--- src/rtl/go_back_n_sender_assert.svh ---
// ----------------------------------------------------------------------------
// Go-Back-N sender assertion macros
// Shared assertion macros for the Go-Back-N sender; they compile away
// when NO_ASSERTIONS is defined.
// ----------------------------------------------------------------------------
`ifndef GO_BACK_N_SENDER_ASSERT_SVH
`define GO_BACK_N_SENDER_ASSERT_SVH

`ifndef NO_ASSERTIONS

`define GBN_ASSERT_SAME(label, ante, cons) \
    label: assert property (@(posedge clk) disable iff (!rst_n) (ante) |-> (cons)) \
        else $error("go_back_n_sender: assertion failed");

`define GBN_ASSERT_NEXT(label, ante, cons) \
    label: assert property (@(posedge clk) disable iff (!rst_n) (ante) |=> (cons)) \
        else $error("go_back_n_sender: assertion failed");

`else

`define GBN_ASSERT_SAME(label, ante, cons)

`define GBN_ASSERT_NEXT(label, ante, cons)

`endif

`endif

--- src/rtl/gbn_pkg.sv ---
// ----------------------------------------------------------------------------
// Go-Back-N sender package
// Codes, widths and types shared by the sender and its arithmetic unit.
// ----------------------------------------------------------------------------
package gbn_pkg;

    localparam int SEQ_W      = 8;
    localparam int RESULT_CAP = 16;

    localparam logic [1:0] FUNC_START = 2'd0;
    localparam logic [1:0] FUNC_ACK   = 2'd1;
    localparam logic [1:0] FUNC_TICK  = 2'd2;

    localparam logic [1:0] KIND_INIT   = 2'd0;
    localparam logic [1:0] KIND_DATA   = 2'd1;
    localparam logic [1:0] KIND_GIVEUP = 2'd2;

    localparam logic       CFG_TIMEOUT = 1'b0;
    localparam logic       CFG_RETRY   = 1'b1;

    localparam logic [7:0] TIMEOUT_RESET = 8'd5;
    localparam logic [3:0] RETRY_RESET   = 4'd3;
    localparam logic [7:0] SEQ_WRAP      = 8'd255;

    typedef logic [1:0] alu_op_t;

    localparam alu_op_t ALU_INC = 2'd0;
    localparam alu_op_t ALU_SUB = 2'd1;
    localparam alu_op_t ALU_DEC = 2'd2;

    typedef struct packed {
        logic             carry;
        logic [SEQ_W-1:0] sum;
    } alu_res_t;

endpackage

--- src/rtl/gbn_alu.sv ---
// ----------------------------------------------------------------------------
// Go-Back-N sender arithmetic unit
// One 8-bit adder shared by the sequencer for increments, decrements,
// subtraction and comparison; carry set on a subtraction means no borrow.
// ----------------------------------------------------------------------------
module gbn_alu (
    input  gbn_pkg::alu_op_t          op,
    input  logic [gbn_pkg::SEQ_W-1:0] a,
    input  logic [gbn_pkg::SEQ_W-1:0] b,
    output gbn_pkg::alu_res_t         res
);

    logic [gbn_pkg::SEQ_W:0] total;

    always_comb
    begin
        case (op)
            gbn_pkg::ALU_INC: total = {1'b0, a} + 9'd1;
            gbn_pkg::ALU_SUB: total = {1'b0, a} + {1'b0, ~b} + 9'd1;
            gbn_pkg::ALU_DEC: total = {1'b0, a} + 9'h0FF;
            default:          total = '0;
        endcase
        res.carry = total[gbn_pkg::SEQ_W];
        res.sum   = total[gbn_pkg::SEQ_W-1:0];
    end

endmodule

--- src/rtl/go_back_n_sender.sv ---
// ----------------------------------------------------------------------------
// Go-Back-N sender
// Sender side of a Go-Back-N exchange with a tick timer and retry budget.
// ----------------------------------------------------------------------------
// Items arrive on the s_axis channel: tuser carries the function (start,
// acknowledgement, timer tick), tdata the acknowledged number and window size.
// Packets leave on the m_axis channel: tuser is the packet kind, tdata the
// sequence number, and tlast marks the final beat caused by an input item.
// The cfg channel writes the timeout in ticks (index 0) and the retry limit
// (index 1); it is always ready and should only be used while idle.
// The input is ready only while the sequencer is idle. A start or an
// acknowledgement goes through the emit state and then sends its packets.
// A tick on a running timer goes through the increment and compare states,
// one on a stopped timer does nothing, and a timeout may step the base
// back via the subtract and fix states before emission, on the one shared adder.
// Packets pass through a single output register; when the receiver stalls,
// emission waits on that register and the input stays not ready.
// Reset clears the sequence state, stops the timer and restores the timeout
// to five ticks and the retry limit to three; no clearing pass is needed.
// ----------------------------------------------------------------------------
`include "go_back_n_sender_assert.svh"

module go_back_n_sender #(
    parameter int MAX_WINDOW = 16
) (
    input  logic        clk,
    input  logic        rst_n,
    input  logic        s_axis_tvalid,
    output logic        s_axis_tready,
    input  logic [15:0] s_axis_tdata,   // [7:0] ack_no, [12:8] window_size, rest zero
    input  logic [1:0]  s_axis_tuser,   // [1:0] func
    output logic        m_axis_tvalid,
    input  logic        m_axis_tready,
    output logic [7:0]  m_axis_tdata,   // [7:0] seq_no
    output logic [1:0]  m_axis_tuser,   // [1:0] kind
    output logic        m_axis_tlast,
    input  logic        cfg_valid,
    output logic        cfg_ready,
    input  logic        cfg_index,
    input  logic [7:0]  cfg_data
);

    localparam int WIN_CAP = (MAX_WINDOW < gbn_pkg::RESULT_CAP) ? MAX_WINDOW
                                                                : gbn_pkg::RESULT_CAP;
    localparam int WIN_W   = $clog2(WIN_CAP + 1);

    localparam logic [3:0] S_IDLE      = 4'd0;
    localparam logic [3:0] S_TICK_INC  = 4'd1;
    localparam logic [3:0] S_TICK_CMP  = 4'd2;
    localparam logic [3:0] S_SUB       = 4'd3;
    localparam logic [3:0] S_FIX       = 4'd4;
    localparam logic [3:0] S_EMIT      = 4'd5;
    localparam logic [3:0] S_EMIT_INIT = 4'd6;
    localparam logic [3:0] S_EMIT_DATA = 4'd7;
    localparam logic [3:0] S_GIVEUP    = 4'd8;

    logic [3:0]       state_reg, state_next;
    logic [7:0]       timeout_reg, timeout_next;
    logic [3:0]       retry_limit_reg, retry_limit_next;
    logic [7:0]       base_reg, base_next;
    logic [WIN_W-1:0] window_reg, window_next;
    logic             init_sent_reg, init_sent_next;
    logic [3:0]       retries_reg, retries_next;
    logic [7:0]       tick_reg, tick_next;
    logic             armed_reg, armed_next;
    logic [WIN_W-1:0] cnt_reg, cnt_next;
    logic             out_valid_reg, out_valid_next;
    logic [1:0]       out_kind_reg, out_kind_next;
    logic [7:0]       out_seq_reg, out_seq_next;
    logic             out_last_reg, out_last_next;

    gbn_pkg::alu_op_t  alu_op;
    logic [7:0]        alu_a, alu_b;
    gbn_pkg::alu_res_t alu_res;

    logic       slot_free;
    logic [7:0] limit;
    logic [1:0] in_func;
    logic [7:0] in_ack;
    logic [4:0] in_wsz;

    assign in_func   = s_axis_tuser;
    assign in_ack    = s_axis_tdata[7:0];
    assign in_wsz    = s_axis_tdata[12:8];
    assign slot_free = !out_valid_reg || m_axis_tready;
    assign limit     = (timeout_reg == 8'd0) ? 8'd1 : timeout_reg;

    assign s_axis_tready = (state_reg == S_IDLE);
    assign cfg_ready     = 1'b1;
    assign m_axis_tvalid = out_valid_reg;
    assign m_axis_tdata  = out_seq_reg;
    assign m_axis_tuser  = out_kind_reg;
    assign m_axis_tlast  = out_last_reg;

    gbn_alu u_alu (
        .op  (alu_op),
        .a   (alu_a),
        .b   (alu_b),
        .res (alu_res)
    );

    always_comb
    begin
        alu_op = gbn_pkg::ALU_INC;
        alu_a  = base_reg;
        alu_b  = 8'd0;
        case (state_reg)
            S_TICK_INC:
            begin
                alu_a = tick_reg;
            end
            S_TICK_CMP:
            begin
                alu_op = gbn_pkg::ALU_SUB;
                alu_a  = tick_reg;
                alu_b  = limit;
            end
            S_SUB:
            begin
                alu_op = gbn_pkg::ALU_SUB;
                alu_b  = 8'(window_reg);
            end
            S_FIX:
            begin
                alu_op = gbn_pkg::ALU_DEC;
            end
            default:
            begin
                alu_op = gbn_pkg::ALU_INC;
            end
        endcase
    end

    always_comb
    begin
        state_next       = state_reg;
        timeout_next     = timeout_reg;
        retry_limit_next = retry_limit_reg;
        base_next        = base_reg;
        window_next      = window_reg;
        init_sent_next   = init_sent_reg;
        retries_next     = retries_reg;
        tick_next        = tick_reg;
        armed_next       = armed_reg;
        cnt_next         = cnt_reg;
        out_valid_next   = out_valid_reg && !m_axis_tready;
        out_kind_next    = out_kind_reg;
        out_seq_next     = out_seq_reg;
        out_last_next    = out_last_reg;

        if (cfg_valid && cfg_ready)
        begin
            if (cfg_index == gbn_pkg::CFG_TIMEOUT)
            begin
                timeout_next = cfg_data;
            end
            else
            begin
                retry_limit_next = cfg_data[3:0];
            end
        end

        case (state_reg)
            S_IDLE:
            begin
                if (s_axis_tvalid)
                begin
                    case (in_func)
                        gbn_pkg::FUNC_START:
                        begin
                            state_next = S_EMIT;
                        end
                        gbn_pkg::FUNC_ACK:
                        begin
                            if (in_ack == 8'd0)
                            begin
                                window_next = (in_wsz > 5'(WIN_CAP)) ? WIN_W'(WIN_CAP)
                                                                     : WIN_W'(in_wsz);
                            end
                            else
                            begin
                                base_next = (in_ack == gbn_pkg::SEQ_WRAP) ? 8'd0 : in_ack;
                            end
                            retries_next = retry_limit_reg;
                            state_next   = S_EMIT;
                        end
                        gbn_pkg::FUNC_TICK:
                        begin
                            if (armed_reg)
                            begin
                                state_next = S_TICK_INC;
                            end
                        end
                        default:
                        begin
                            state_next = S_IDLE;
                        end
                    endcase
                end
            end
            S_TICK_INC:
            begin
                tick_next  = alu_res.sum;
                state_next = S_TICK_CMP;
            end
            S_TICK_CMP:
            begin
                if (alu_res.carry)
                begin
                    tick_next = 8'd0;
                    if (retries_reg != 4'd0)
                    begin
                        retries_next = retries_reg - 4'd1;
                        if (base_reg == 8'd0)
                        begin
                            init_sent_next = 1'b0;
                            state_next     = S_EMIT;
                        end
                        else
                        begin
                            state_next = S_SUB;
                        end
                    end
                    else
                    begin
                        state_next = S_GIVEUP;
                    end
                end
                else
                begin
                    state_next = S_IDLE;
                end
            end
            S_SUB:
            begin
                base_next  = alu_res.sum;
                state_next = alu_res.carry ? S_EMIT : S_FIX;
            end
            S_FIX:
            begin
                base_next  = alu_res.sum;
                state_next = S_EMIT;
            end
            S_EMIT:
            begin
                tick_next  = 8'd0;
                armed_next = 1'b1;
                cnt_next   = window_reg;
                if (!init_sent_reg)
                begin
                    state_next = S_EMIT_INIT;
                end
                else if (window_reg == '0)
                begin
                    state_next = S_IDLE;
                end
                else
                begin
                    state_next = S_EMIT_DATA;
                end
            end
            S_EMIT_INIT:
            begin
                if (slot_free)
                begin
                    out_valid_next = 1'b1;
                    out_kind_next  = gbn_pkg::KIND_INIT;
                    out_seq_next   = base_reg;
                    out_last_next  = 1'b1;
                    init_sent_next = 1'b1;
                    state_next     = S_IDLE;
                end
            end
            S_EMIT_DATA:
            begin
                if (slot_free)
                begin
                    out_valid_next = 1'b1;
                    out_kind_next  = gbn_pkg::KIND_DATA;
                    out_seq_next   = alu_res.sum;
                    out_last_next  = (cnt_reg == WIN_W'(1));
                    base_next      = (alu_res.sum == gbn_pkg::SEQ_WRAP) ? 8'd0 : alu_res.sum;
                    cnt_next       = cnt_reg - WIN_W'(1);
                    if (cnt_reg == WIN_W'(1))
                    begin
                        state_next = S_IDLE;
                    end
                end
            end
            S_GIVEUP:
            begin
                if (slot_free)
                begin
                    out_valid_next = 1'b1;
                    out_kind_next  = gbn_pkg::KIND_GIVEUP;
                    out_seq_next   = 8'd0;
                    out_last_next  = 1'b1;
                    armed_next     = 1'b0;
                    state_next     = S_IDLE;
                end
            end
            default:
            begin
                state_next = S_IDLE;
            end
        endcase
    end

    always_ff @(posedge clk or negedge rst_n)
    begin
        if (!rst_n)
        begin
            state_reg       <= S_IDLE;
            timeout_reg     <= gbn_pkg::TIMEOUT_RESET;
            retry_limit_reg <= gbn_pkg::RETRY_RESET;
            base_reg        <= 8'd0;
            window_reg      <= '0;
            init_sent_reg   <= 1'b0;
            retries_reg     <= gbn_pkg::RETRY_RESET;
            tick_reg        <= 8'd0;
            armed_reg       <= 1'b0;
            cnt_reg         <= '0;
            out_valid_reg   <= 1'b0;
        end
        else
        begin
            state_reg       <= state_next;
            timeout_reg     <= timeout_next;
            retry_limit_reg <= retry_limit_next;
            base_reg        <= base_next;
            window_reg      <= window_next;
            init_sent_reg   <= init_sent_next;
            retries_reg     <= retries_next;
            tick_reg        <= tick_next;
            armed_reg       <= armed_next;
            cnt_reg         <= cnt_next;
            out_valid_reg   <= out_valid_next;
        end
    end

    always_ff @(posedge clk)
    begin
        out_kind_reg <= out_kind_next;
        out_seq_reg  <= out_seq_next;
        out_last_reg <= out_last_next;
    end

    `GBN_ASSERT_SAME(a_window_capped, 1'b1, window_reg <= WIN_W'(WIN_CAP))
    `GBN_ASSERT_SAME(a_base_below_wrap, 1'b1, base_reg != gbn_pkg::SEQ_WRAP)
    `GBN_ASSERT_SAME(a_count_live, state_reg == S_EMIT_DATA, cnt_reg != '0)
    `GBN_ASSERT_NEXT(a_giveup_beat, (state_reg == S_GIVEUP) && slot_free,
                     m_axis_tvalid && m_axis_tlast
                     && (m_axis_tuser == gbn_pkg::KIND_GIVEUP) && !armed_reg)

endmodule

--- config.mk ---
export PLATFORM = sky130hd
export DESIGN_NAME = go_back_n_sender
export DESIGN_NICKNAME = d
export VERILOG_FILES = /design/src/rtl/gbn_pkg.sv /design/src/rtl/gbn_alu.sv /design/src/rtl/go_back_n_sender.sv
export VERILOG_INCLUDE_DIRS = /design/src /design/src/rtl
export SDC_FILE = /design/constraint.sdc
export NUM_CORES = 1
export LEC_CHECK = 0
export BUFFER_PORTS_ARGS = -buffer_cell sky130_fd_sc_hd__buf_2
export CORE_MARGIN = 2
export CORE_UTILIZATION = 35
export CTS_BUF_LIST = sky130_fd_sc_hd__clkbuf_8
export DETAILED_ROUTE_END_ITERATION = 10
export PLACE_DENSITY = 0.48
export SKIP_CTS_REPAIR_TIMING = 1
export SYNTH_ARGS = -nofsm -noshare
export SYNTH_HDL_FRONTEND = slang
export SYNTH_HIERARCHICAL = 1
export SYNTH_SLANG_ARGS = --single-unit
export TNS_END_PERCENT = 50
--- constraint.sdc ---
create_clock -name clk -period 7.55 [get_ports clk]
set_input_delay 1.51 -clock clk [delete_from_list [all_inputs] [get_ports clk]]
set_output_delay 1.51 -clock clk [all_outputs]
set_load 0.1 [all_outputs]
Word-level counts from Yosys, hierarchy flattened --
Cells that the tools add are included.
Storage, ports and cells: input port bits 32, memories kept 0, logic and storage cells 142, memory bits (read-only) 0, memory bits (writable) 0, register bits after elaboration 60, output and inout port bits 14, latch bits 0
Operators by class: $mul 0, mux-type cells 54, reduce and logical (&&, ||, !) cells 38, equal/unequal tests 27, shift-type cells 0, add/sub/neg operators 6, magnitude comparators 1, divide/modulo/power cells 0, bitwise logic cells 2
Operators with widths (count):
- $mux W8 | 12
- $pmux W8 S3 | 3
- $mux W4 | 11
- $pmux W4 S8 | 1
- $pmux W9 S3 | 1
- $logic_not A8 Y1 | 3
- $reduce_and A5 Y1 | 4
- $ne A2 B2 Y1 const B | 9
- $eq A4 B3 Y1 const B | 4
- $eq A8 B8 Y1 const B | 2
- $pmux W4 S2 | 2
- $pmux W8 S2 | 1
- $mux W5 | 2
- $pmux W5 S2 | 1
- $reduce_and A2 Y1 | 5
- $reduce_bool A2 Y1 | 5
- $reduce_or A2 Y1 | 5
- $add A8 B1 Y9 const B | 1
- $add A8 B8 Y9 | 1
- $add A8 B8 Y9 const B | 1
- $add A9 B1 Y9 const B | 1
- $mux W1 | 9
- $mux W3 | 3
- $reduce_bool A3 Y1 | 3
- 27 further kinds | 38

Depth between registers and ports, before layout --
word-level depth 11, depth in mapped cells 19, gate-level depth less buffers 17

Hierarchy --
The synthesis kept the hierarchy.
By module, submodules not included:
- go_back_n_sender | cells an instance 306, seq. area each 1564.0 µm², area an instance 3174.3 µm², times used 1
- gbn_alu | cells an instance 116, seq. area each 0.0 µm², area an instance 808.3 µm², times used 1

Worst setup path after synthesis --
Ideal clock, no wire load.
kind register to register, start point reg state_reg[0], end point reg base_reg[6], clock period less this slack 3.838 ns, library setup time 0.120 ns, path slack 3.712 ns, cell stages (with the launch flop) 18, data arrival time 3.718 ns, cells stage by stage dfrtp_1 buf_6 nor2b_1 and2_1 buf_2 nor2_2 mux2_2 ha_1 a21oi_1 a21boi_1 o21ai_0 mux2_2 o221ai_1 nand4_1 o21ai_1 o21ai_4 a22oi_1 o21ai_2
RTL lines:
- from (decl) | RTL line go_back_n_sender.sv:57 | logic [3:0] state_reg, state_next;
- from (signal assigned) | RTL line go_back_n_sender.sv:327 | state_reg <= state_next;
- to (signal assigned) | RTL line go_back_n_sender.sv:330 | base_reg <= base_next;
- to (decl) | RTL line go_back_n_sender.sv:60 | logic [7:0] base_reg, base_next;

==> results.json <==
{
  "outcome": "finished clean",
  "ys_async_sr_fraction": 0.817,
  "hold_violations": 0,
  "cts_max_level": 3,
  "grt_pass1_vias": 3227,
  "maxCapViolations": 0,
  "mappedNetlistArea_mm2": 0.00398,
  "crit_chain": "nor2b_1, and2_1, nor2_2, mux2_2, inv_1, ha_1, fa_1, and2b_1, nor2_1, o21ai_0, xnor2_1, o21ai_0, nand4_1, o21ai_1, o21ai_4, a22oi_1, o21ai_2",
  "setup_viol": 0,
  "clk_latency_ns": 0.35,
  "cp_top_family": "compound AO/OA/AOI/OAI gates",
  "fill_cells": 1107,
  "r2r_cells": 17,
  "p_leak_nw": 1.86,
  "placed_cells": 589,
  "min_path_type": "reg2reg",
  "avgSynthCellArea_um2": 9.44,
  "die_w_um": 111,
  "required_ns": 7.76,
  "path_max_fanout": 16,
  "io-pin-count": 46,
  "layout-drive-gt1-share": 0.224,
  "crit_buf_inv": 1,
  "rsz0062_at_grt": "no",
  "fin_cells": 605,
  "yosysSeqAreaShare": 0.393,
  "start_util": 0.363,
  "synth_nets": 468,
  "die_h_um": 111,
  "cts_tree": "done",
  "wl_per_cell_um": 16.6,
  "grt_overflow": 0,
  "grt_max_degree": 50,
  "grt_pass1_wl_um": 16900,
  "slowest_delay_ns": 0.74,
  "fmax_ghz": 0.207,
  "worst_pin_slew_ns": 0.867,
  "netlist-cell-type-count": 74,
  "synth-seq-cells": 60,
  "dr.pass1.iters": 4,
  "crit_arrival_ns": 5.04,
  "endpoint_kind": "flip-flop",
  "hold-path-endpoint": "retries_reg[1]$_DFFE_PN1P_",
  "finalCritPeriodShare": 0.639,
  "min_from": "retries_reg[1]$_DFFE_PN1P_",
  "postRouteAntennaNets": 0,
  "die_area_mm2": 0.0122,
  "cts_sinks": 60,
  "synth_ff_type": "dfrtp_1",
  "vdd_drop_max_uv": 207,
  "route.detailed.drc": 0,
  "clkTransAtPathRegs_ns": 0.07,
  "r2r_end": "base_reg[7]$_DFFE_PN0P_",
  "r2r_start": "state_reg[0]$_DFFE_PN0P_",
  "grt_util_all_layers": 0.171,
  "numCtsBuffers": 9,
  "finalClockSkew_ns": 0.00776,
  "portBuffers": 41,
  "nNetsFinal": 506,
  "r2r_setup_slack_ns": 2.72,
  "crit_top_cell": "o21ai_0",
  "clock_path_buffers": 2,
  "dpl.hpwl_um": 7500,
  "cts_root_buffer": "clkbuf_8",
  "tns_ns": 0,
  "viasPerCell": 5.42,
  "drt_iter0_drc": 144,
  "synth_edf_count": 11,
  "vias": 3277,
  "rows": 38,
  "hold_depth": 2,
  "syn_inst": 422,
  "slew_viol_final": 0,
  "ys.warnings.count": 6,
  "antenna_found_initial": 0,
  "cp-start-kind": "flip-flop",
  "finalCriticalPeriod_ns": 4.83,
  "routed_wl_um": 10100,
  "n_antenna_cell": 0,
  "cp_slowest_cell": "dfrtp_1",
  "gp_congestion": 0.866,
  "power.density_mw_per_mm2": 454,
  "worstSetupPathType": "reg2reg",
  "syn_to_final_growth_pct": 12.2,
  "max-slew-margin-rel": 0.420,
  "fp.coreArea_mm2": 0.0110
}
## layout make-up
class,instances,area [um^2],area share
well taps,140,175,0.0392
multi-input cells,324,2220,0.498
clock inverters,5,50.0,0.0112
inverters,22,82.6,0.0185
clock buffers,11,151,0.0339
flip-flops and latches,60,1560,0.350
repair buffers,43,220,0.0493
## metal layers
metal | vias to the layer above | share of wire | global-route usage
met5 | - | 0 | 0
met4 | 0 | 0.014 | 0.0467
met3 | 11 | 0.034 | 0.0388
met2 | 56 | 0.48 | 0.273
met1 | 1572 | 0.48 | 0.235
li1 | 1638 | - | -
## metrics by stage
stage | instance area [um^2] | total power, mW | hold slack (ns) | setup WS [ns] | utilization
global route | 4470 | 2.19 | 0.527 | 2.31 | 0.407
global placement | 4270 | 1.72 | 0.480 | 2.79 | 0.388
CTS | 4470 | 2.04 | 0.501 | 2.72 | 0.407
detailed placement | 4270 | 1.73 | 0.481 | 2.75 | 0.388
floorplan | 3980 | 1.48 | 0.462 | 3.71 | -
finish | 4470 | 2.03 | 0.502 | 2.72 | 0.407
## cell families after synthesis
family                   Yosys count  share of synthesized area
AND/OR/NAND/NOR                  144                      0.195
AO/OA/AOI/OAI                    129                      0.221
flip-flops                        60                      0.393
buffers and inverters             38                     0.0490
multiplexers                      28                     0.0776
adder cells (fa/ha/maj)           14                     0.0459
XOR/XNOR                           8                     0.0176
other                              1                   0.000942
## worst register-to-register path: stages (launching register included)
cell     delay (ns)
dfrtp_1        0.74
nor2b_1        0.24
and2_1         0.42
nor2_2         0.18
mux2_2         0.35
inv_1          0.06
ha_1           0.22
fa_1           0.38
and2b_1        0.26
nor2_1         0.06
o21ai_0        0.26
xnor2_1        0.11
o21ai_0        0.55
nand4_1        0.17
o21ai_1        0.26
o21ai_4        0.14
a22oi_1        0.24
o21ai_2        0.06
## worst max path at each step
stage / startpoint / to / cells after the start
6_report: state_reg[0]$_DFFE_PN0P_ / base_reg[7]$_DFFE_PN0P_ / 17
5_1_grt: state_reg[3]$_DFFE_PN0P_ / base_reg[0]$_DFFE_PN0P_ / 17
3_5_place_dp: state_reg[3]$_DFFE_PN0P_ / base_reg[6]$_DFFE_PN0P_ / 15
2_1_floorplan: state_reg[0]$_DFFE_PN0P_ / base_reg[6]$_DFFE_PN0P_ / 17
3_3_place_gp: state_reg[0]$_DFFE_PN0P_ / base_reg[7]$_DFFE_PN0P_ / 15
4_1_cts: state_reg[3]$_DFFE_PN0P_ / base_reg[0]$_DFFE_PN0P_ / 15
## synth_stat cells (all sizes together) (8+ instances only)
cell / count / area share
nand3: 8 / 0.011
a22o: 16 / 0.035
mux2: 23 / 0.065
inv: 21 / 0.020
ha: 13 / 0.041
nand2: 35 / 0.033
a22oi: 8 / 0.015
buf: 14 / 0.026
edfxtp: 11 / 0.083
nor2b: 9 / 0.015
o22ai: 8 / 0.014
dfrtp: 43 / 0.27
o21ai: 37 / 0.051
nor2: 34 / 0.033
nor3: 10 / 0.013
nand2b: 9 / 0.016
a21oi: 24 / 0.032
## report_power, final
group | switching, mW | internal [mW]
registers | 0.0882 | 0.431
logic | 0.767 | 0.442
clock network | 0.130 | 0.168
## cell usage in the layout, fill, tap and decap left out, drive strengths merged, types with 13 or more instances in the layout
cell	count
o21ai	37
nor2	34
buf	43
nand2	35
ha	13
dfrtp	43
inv	23
mux2	23
a21oi	24
a22o	16
Note: power is estimated with default switching activity, not from simulation.
